==> src/design/iccs_pkg.sv <==
`default_nettype none
// ----------------------------------------------------------------------------
// IRC colour code stripper package
// Word types, control codes and character helpers shared by the stripper.
// ----------------------------------------------------------------------------
package iccs_pkg;

	// Control characters of the IRC formatting scheme.
	localparam logic [7:0] CHR_BOLD      = 8'h02;
	localparam logic [7:0] CHR_COLOUR    = 8'h03;
	localparam logic [7:0] CHR_BELL      = 8'h07;
	localparam logic [7:0] CHR_PLAIN     = 8'h0F;
	localparam logic [7:0] CHR_REVERSE   = 8'h16;
	localparam logic [7:0] CHR_UNDERLINE = 8'h1F;
	localparam logic [7:0] CHR_COMMA     = 8'h2C;
	localparam logic [7:0] CHR_DIGIT_LO  = 8'h30;
	localparam logic [7:0] CHR_DIGIT_HI  = 8'h39;

	// Largest number of digits dropped after a colour start or a comma.
	localparam logic [1:0] MAX_DIGITS    = 2'd2;

	// Input word.
	typedef struct packed {
		logic [7:0] text_byte;
		logic       is_last;
	} iccs_in_t;

	// Output word.
	typedef struct packed {
		logic [7:0] out_byte;
		logic       byte_valid;
		logic       end_of_text;
	} iccs_out_t;

	// Words produced by one input word: up to two, in order.
	typedef struct packed {
		logic [1:0] cnt;
		iccs_out_t  w0;
		iccs_out_t  w1;
	} iccs_res_t;

	// Parser state, exported for checking.
	typedef struct packed {
		logic       colour_active;
		logic [1:0] digit_count;
		logic       comma_held;
	} iccs_state_t;

	function automatic logic is_digit(input logic [7:0] c);
		return (c >= CHR_DIGIT_LO) && (c <= CHR_DIGIT_HI);
	endfunction

	function automatic logic is_drop_code(input logic [7:0] c);
		return (c == CHR_BOLD) || (c == CHR_BELL) || (c == CHR_PLAIN) ||
			(c == CHR_REVERSE) || (c == CHR_UNDERLINE);
	endfunction

endpackage
`default_nettype wire

==> src/design/iccs_filter.sv <==
`default_nettype none
// ----------------------------------------------------------------------------
// IRC colour code stripper: filter
// Parser state and the single-pass decision for one registered input word.
// ----------------------------------------------------------------------------
module iccs_filter
	import iccs_pkg::*;
(
	input  wire logic        clk,
	input  wire logic        arst_n,
	input  wire iccs_in_t    item,
	input  wire logic        advance,
	output iccs_res_t        res,
	output iccs_state_t      status
);

	iccs_state_t st_q;
	iccs_state_t st_nxt;

	always_comb begin
		logic       dig;
		logic       comma_out;
		logic       char_out;
		logic       ca1;
		logic [1:0] dc1;
		iccs_out_t  wc;
		iccs_out_t  wb;

		dig       = is_digit(item.text_byte);
		comma_out = st_q.comma_held && !dig;
		ca1       = comma_out ? 1'b0 : st_q.colour_active;
		dc1       = (st_q.comma_held && dig) ? 2'd0 : st_q.digit_count;
		char_out  = 1'b0;

		st_nxt.colour_active = ca1;
		st_nxt.digit_count   = dc1;
		st_nxt.comma_held    = 1'b0;

		if (ca1 && dig && (dc1 < MAX_DIGITS)) begin
			st_nxt.digit_count = dc1 + 2'd1;
		end else if (ca1 && (item.text_byte == CHR_COMMA) && !item.is_last) begin
			st_nxt.comma_held = 1'b1;
		end else begin
			st_nxt.colour_active = 1'b0;
			if (item.text_byte == CHR_COLOUR) begin
				st_nxt.colour_active = 1'b1;
				st_nxt.digit_count   = 2'd0;
			end else if (!is_drop_code(item.text_byte)) begin
				char_out = 1'b1;
			end
		end

		wc = '{out_byte: CHR_COMMA,      byte_valid: 1'b1, end_of_text: 1'b0};
		wb = '{out_byte: item.text_byte, byte_valid: 1'b1, end_of_text: 1'b0};

		res.cnt = {1'b0, comma_out} + {1'b0, char_out};
		res.w0  = comma_out ? wc : wb;
		res.w1  = wb;

		if (item.is_last) begin
			// The end marker rides on the last word; a bare marker if none is kept.
			if (res.cnt == 2'd0) begin
				res.cnt = 2'd1;
				res.w0  = '{out_byte: 8'h00, byte_valid: 1'b0, end_of_text: 1'b1};
			end else if (res.cnt == 2'd2) begin
				res.w1.end_of_text = 1'b1;
			end else begin
				res.w0.end_of_text = 1'b1;
			end
			st_nxt = '0;
		end
	end

	always_ff @(posedge clk or negedge arst_n) begin
		if (!arst_n) begin
			st_q <= '0;
		end else if (advance) begin
			st_q <= st_nxt;
		end
	end

	assign status = st_q;

endmodule
`default_nettype wire

==> src/design/iccs_out_queue.sv <==
`default_nettype none
// ----------------------------------------------------------------------------
// IRC colour code stripper: output queue
// Two-entry shift queue that takes up to two words at once and hands one
// word per cycle to the output channel while out_ready is high.
// ----------------------------------------------------------------------------
module iccs_out_queue
	import iccs_pkg::*;
(
	input  wire logic       clk,
	input  wire logic       arst_n,
	input  wire logic       push,
	input  wire iccs_res_t  res,
	output logic [1:0]      free,
	output logic            out_valid,
	input  wire logic       out_ready,
	output iccs_out_t       out_data
);

	logic [1:0] count_q;
	iccs_out_t  entry_q [2];
	logic       pop;
	logic [1:0] kept;
	iccs_out_t  kept0;

	assign out_valid = (count_q != 2'd0);
	assign out_data  = entry_q[0];
	assign pop       = out_valid && out_ready;
	assign kept      = count_q - {1'b0, pop};
	assign kept0     = pop ? entry_q[1] : entry_q[0];
	assign free      = 2'd2 - kept;

	always_ff @(posedge clk or negedge arst_n) begin
		if (!arst_n) begin
			count_q <= 2'd0;
		end else begin
			count_q <= kept + (push ? res.cnt : 2'd0);
		end
	end

	always_ff @(posedge clk) begin
		if (kept != 2'd0) begin
			entry_q[0] <= kept0;
		end else begin
			entry_q[0] <= res.w0;
		end
		if (kept == 2'd2) begin
			entry_q[1] <= entry_q[1];
		end else if (kept == 2'd1) begin
			entry_q[1] <= res.w0;
		end else begin
			entry_q[1] <= res.w1;
		end
	end

endmodule
`default_nettype wire

==> src/design/irc_color_code_stripper_top.sv <==
`default_nettype none
// Path: an accepted word is registered in the input stage, then moves into
// the output queue, whose head drives out_data and out_valid.
// Throughput: one input word per cycle while the queue has room for its words;
// a word that releases a held comma together with itself yields two result words.
// Reset: arst_n clears the input stage, the parser state and the queue at once.
// ----------------------------------------------------------------------------
// IRC colour code stripper, top level
// Removes IRC colour and formatting codes from a byte stream, one byte per word.
// ----------------------------------------------------------------------------
module irc_color_code_stripper_top
	import iccs_pkg::*;
(
	input  wire logic      clk,
	input  wire logic      arst_n,
	input  wire logic      in_valid,
	output logic           in_ready,
	input  wire iccs_in_t  in_data,
	output logic           out_valid,
	input  wire logic      out_ready,
	output iccs_out_t      out_data
);

	// The input stage holds one word. It moves on into the filter state and the
	// output queue in a single pass once the queue has room for every word it
	// produces, so the input keeps flowing while a result waits to be taken.
	logic        valid_s1;
	iccs_in_t    item_s1;
	logic        advance;
	logic [1:0]  free;
	iccs_res_t   res;
	iccs_state_t status;

	assign advance  = valid_s1 && (res.cnt <= free);
	assign in_ready = !valid_s1 || advance;

	always_ff @(posedge clk or negedge arst_n) begin
		if (!arst_n) begin
			valid_s1 <= 1'b0;
		end else if (in_ready) begin
			valid_s1 <= in_valid;
		end
	end

	always_ff @(posedge clk) begin
		if (in_ready && in_valid) begin
			item_s1 <= in_data;
		end
	end

	// The filter decides, from its state and the staged byte, which words leave.
	iccs_filter u_filter (
		.clk     (clk),
		.arst_n  (arst_n),
		.item    (item_s1),
		.advance (advance),
		.res     (res),
		.status  (status)
	);

	// The queue absorbs the occasional pair of words that a released comma causes.
	iccs_out_queue u_out_queue (
		.clk       (clk),
		.arst_n    (arst_n),
		.push      (advance),
		.res       (res),
		.free      (free),
		.out_valid (out_valid),
		.out_ready (out_ready),
		.out_data  (out_data)
	);

`ifndef SYNTH
	// A comma is only ever held while a colour code is being parsed.
	a_comma_in_colour: assert property (@(posedge clk) disable iff (!arst_n)
		status.comma_held |-> status.colour_active)
		else $error("comma held outside a colour code");

	// The digit allowance never goes beyond two.
	a_digit_limit: assert property (@(posedge clk) disable iff (!arst_n)
		status.digit_count <= MAX_DIGITS)
		else $error("digit count beyond limit");

	// The end of a string returns the parser to its reset state.
	a_last_resets: assert property (@(posedge clk) disable iff (!arst_n)
		(advance && item_s1.is_last) |=> (status == '0))
		else $error("parser state not cleared after last word");
`endif

endmodule
`default_nettype wire
==> config.mk <==
export PLATFORM = sky130hd
export DESIGN_NAME = irc_color_code_stripper_top
export DESIGN_NICKNAME = d
export VERILOG_FILES = /design/src/design/iccs_pkg.sv /design/src/design/iccs_filter.sv /design/src/design/iccs_out_queue.sv /design/src/design/irc_color_code_stripper_top.sv
export SDC_FILE = /design/constraint.sdc
export NUM_CORES = 1
export LEC_CHECK = 0
export BUFFER_PORTS_ARGS = -buffer_cell sky130_fd_sc_hd__buf_2
export CAP_MARGIN = 10
export CORE_ASPECT_RATIO = 2
export CORE_MARGIN = 2
export CORE_UTILIZATION = 44
export DETAILED_ROUTE_END_ITERATION = 10
export GPL_TIMING_DRIVEN = 0
export PLACE_DENSITY = 0.67
export SKIP_LAST_GASP = 1
export SYNTH_ARGS = -nofsm -noshare
export SYNTH_HDL_FRONTEND = slang
export SYNTH_HIERARCHICAL = 1
export SYNTH_SLANG_ARGS = --single-unit
==> constraint.sdc <==
create_clock -name clk -period 5.9 [get_ports clk]
set_clock_uncertainty 0.1 [all_clocks]
set_input_delay 0.295 -clock clk [delete_from_list [all_inputs] [get_ports clk]]
set_output_delay 0.295 -clock clk [all_outputs]
set_load 0.005 [all_outputs]
==> run_results.csv <==
group,metric,value,unit
status,outcome,"finished clean",
timing,finalCritPeriodShare,0.567,
grt,grt_use_total,0.148,
critical_path,start_kind,"register",
power,ir_drop,0.000385,V
timing,slew_violations,0,
final_layout,drive_above_1_share,0.429,
detailed_routing,drt-initial-drc-count,13,
grt,overflow,0,
timing,tightest_slew,0.538,ns
final_layout,syn_to_final_growth,14.1,%
synth,yosysWarnings,6,
detailed_routing,antenna_left,0,
hold_path,worstHoldStart,"in_data[3]",
timing,fmax,299,MHz
timing,final-hold-violation-count,0,
grt,antenna_found_initial,0,
floorplanning,core,0.00451,sq mm
critical_path,critical_path_arrival,3.47,ns
critical_path,r2r_slack,2.55,ns
cts,post-cts-setup-buffer-count,0,
placement,io_buffer_count,24,
synth,ys_seq_area_frac,0.514,
detailed_routing,wl_per_cell,13.3,um
final_layout,fin_nets,209,
critical_path,crit_path_end_kind,"register",
hold_path,min_path_cells,1,
placement,place_hpwl,2.58,mm
hold_path,holdPathEnd,"item_s1[3]",
synth,ys_types,48,
final_layout,n_antenna_cell,0,
timing,setup-violations-final,0,
floorplanning,fp.dieH,100,um
timing,period_minus_slack,3.35,ns
critical_path,reg2reg_to,"u_filter/status[2]",
cts,h-tree-depth,2,
critical_path,reg2reg_depth,16,
synth,synth-seq-cells,36,
placement,gp_congestion,0.824,
grt,grt_max_degree,13,
synth,syn-num-nets,177,
cts,cts.sinks,36,
final_layout,layout_common_cells,"29 x edfxtp_1, 24 x buf_2, 20 x mux2_2, 10 x inv_1, 9 x buf_4",
cts,cts.clk_slew.worst_paths,0.07,ns
cts,cts_made_buffers,5,
synth,netlist_area,0.00204,sq mm
cts,cts_max_path_buffers,2,
critical_path,crit_type,"reg2reg",
synth,postSynthCellCount,156,
critical_path,required,6.03,ns
final_layout,n_fill_cell,402,
grt,grt_pass1_wl,5.60,mm
detailed_routing,via_per_inst,5.10,
power,p_per_area,658,mW/mm^2
cts,cts_hold_buf,1,
flow_run,maxCapViolCount,0,
floorplanning,dieWidth,52.1,um
detailed_routing,drt-total-wl,3.24,mm
detailed_routing,via_count,1244,
floorplanning,dieArea,0.00522,sq mm
floorplanning,start_util,0.451,
timing,rsz0062_at_grt,"false",
placement,dp.cells,235,
cts,cts_tree,"done",
grt,grt_pass1_vias,1242,
hold_path,hold_path.class,"in2reg",
critical_path,path_max_fanout,9,
final_layout,finalNonFillerCells,244,
critical_path,timing.rr.start,"item_s1[5]",
synth,avgSynthCellArea,13.0,sq um
cts,clk_latency,0.28,ns
detailed_routing,drc,0,
cts,cts_resized,0,
timing,max_slew_margin,0.641,
cts,cts_root_buf,"clkbuf_8",
floorplanning,pin_count,25,
timing,fin_tns_setup,0,ns
floorplanning,fp-row-count,35,
detailed_routing,firstDrtPassIters,4,
power,p_leak,0.000931,uW
final_layout,final_common_cell,"edfxtp_1",
==> how the worst max path moves through the flow <==
stage                         end  cells past startpoint  slack [ns]  startpoint
3_3_place_gp   u_filter/status[1]                     16        2.62  item_s1[5]
3_5_place_dp   u_filter/status[1]                     16        2.55  item_s1[5]
2_1_floorplan  u_filter/status[1]                     16        2.88  item_s1[5]
5_1_grt        u_filter/status[1]                     16        2.24  item_s1[5]
6_report       u_filter/status[2]                     16        2.55  item_s1[5]
4_1_cts        u_filter/status[1]                     16        2.54  item_s1[5]
==> critical path, cell delays in order (launching register included) <==
cell and delay (ns):
edfxtp_1 0.53, nor4b_2 0.27, and4b_1 0.27, o21ai_2 0.09, o21a_1 0.14, ha_1 0.19, nor2_1 0.15, a21o_1 0.15
inv_1 0.05, ha_1 0.26, nand2_1 0.09, o21ai_0 0.08, and2_1 0.20, clkbuf_2 0.22, nand4_1 0.11, o32ai_1 0.26
a21o_1 0.12
==> layout make-up <==
type,instances,area (sq um),area share
Inverter,12,45.0,0.0194
Clock buffer,5,68.8,0.0296
Sequential cell,36,1050,0.450
Clock inverter,3,18.8,0.00808
Tap cell,55,68.8,0.0296
Multi-Input combinational cell,96,857,0.369
Timing Repair Buffer,25,130,0.0560
Buffer,12,87.6,0.0377
==> through the flow <==
step	util	total power, uW	hold WS (ns)	cell area, sq um	setup WS (ns)
CTS	0.515	1550	0.0713	2320	2.54
floorplan	-	1200	-0.101	2040	2.88
global placement	0.493	1350	0.0440	2220	2.62
global route	0.515	1660	0.0668	2320	2.24
finish	0.515	1530	0.0833	2320	2.55
detailed placement	0.493	1380	0.0452	2220	2.55
==> synthesized netlist by cell type (all sizes together) <==
| cell | n | share of area |
|---|---|---|
| a21o | 2 | 0.0074 |
| a21oi | 3 | 0.0092 |
| a221oi | 1 | 0.0074 |
| a31o | 1 | 0.0043 |
| a31oi | 1 | 0.0031 |
| and2 | 7 | 0.022 |
| and3 | 3 | 0.012 |
| and4b | 1 | 0.0049 |
| buf | 10 | 0.039 |
| clkbuf | 2 | 0.0043 |
| conb | 1 | 0.0018 |
| dfrtp | 7 | 0.086 |
| edfxtp | 29 | 0.43 |
| ha | 8 | 0.049 |
| inv | 12 | 0.022 |
| mux2 | 20 | 0.11 |
| nand2 | 8 | 0.016 |
| nand2b | 1 | 0.0031 |
| nand3 | 3 | 0.0098 |
| nand3b | 1 | 0.0037 |
| nand4 | 1 | 0.0031 |
| nand4bb | 1 | 0.0055 |
| nor2 | 2 | 0.0037 |
| nor2b | 3 | 0.013 |
| nor3b | 2 | 0.015 |
| nor4b | 2 | 0.015 |
| o2111a | 1 | 0.0055 |
| o211ai | 2 | 0.014 |
| o21a | 4 | 0.015 |
| o21ai | 8 | 0.023 |
| o32ai | 2 | 0.0086 |
| or2 | 3 | 0.0092 |
| xnor2 | 3 | 0.022 |
| xor2 | 1 | 0.0043 |
==> metal layers <==
layer  share of wire  global-route usage
met3           0.040              0.0461
met4           0.019              0.0648
met1            0.40               0.164
met5               0                   0
met2            0.54               0.251
==> sequential cells by signal, indices dropped and copies added (netlist names) <==
| name | count |
|---|---|
| u_filter/status | 4 |
| u_out_queue/entry_q | 20 |
| item_s1 | 9 |
| u_out_queue/count_q | 2 |
| valid_s1 | 1 |
==> power by group <==
group | internal [uW] | switching, uW
Combinational | 417 | 394
Clock | 82.1 | 85.9
Sequential | 479 | 71.1
Total | 978 | 551
==> cell families (layout without fill, tap and decap cells) <==
kind of cell	count (synthesis)	in the layout	share of synthesized area
adder cells (fa/ha/maj)	8	8	0.0492
AO/OA/AOI/OAI	25	25	0.0977
buffers and inverters	24	57	0.0651
flip-flops	36	36	0.514
multiplexers	20	20	0.111
other	1	1	0.00184
AND/OR/NAND/NOR	38	38	0.135
XOR/XNOR	4	4	0.0264
Note: power is estimated with default switching activity, not from simulation.
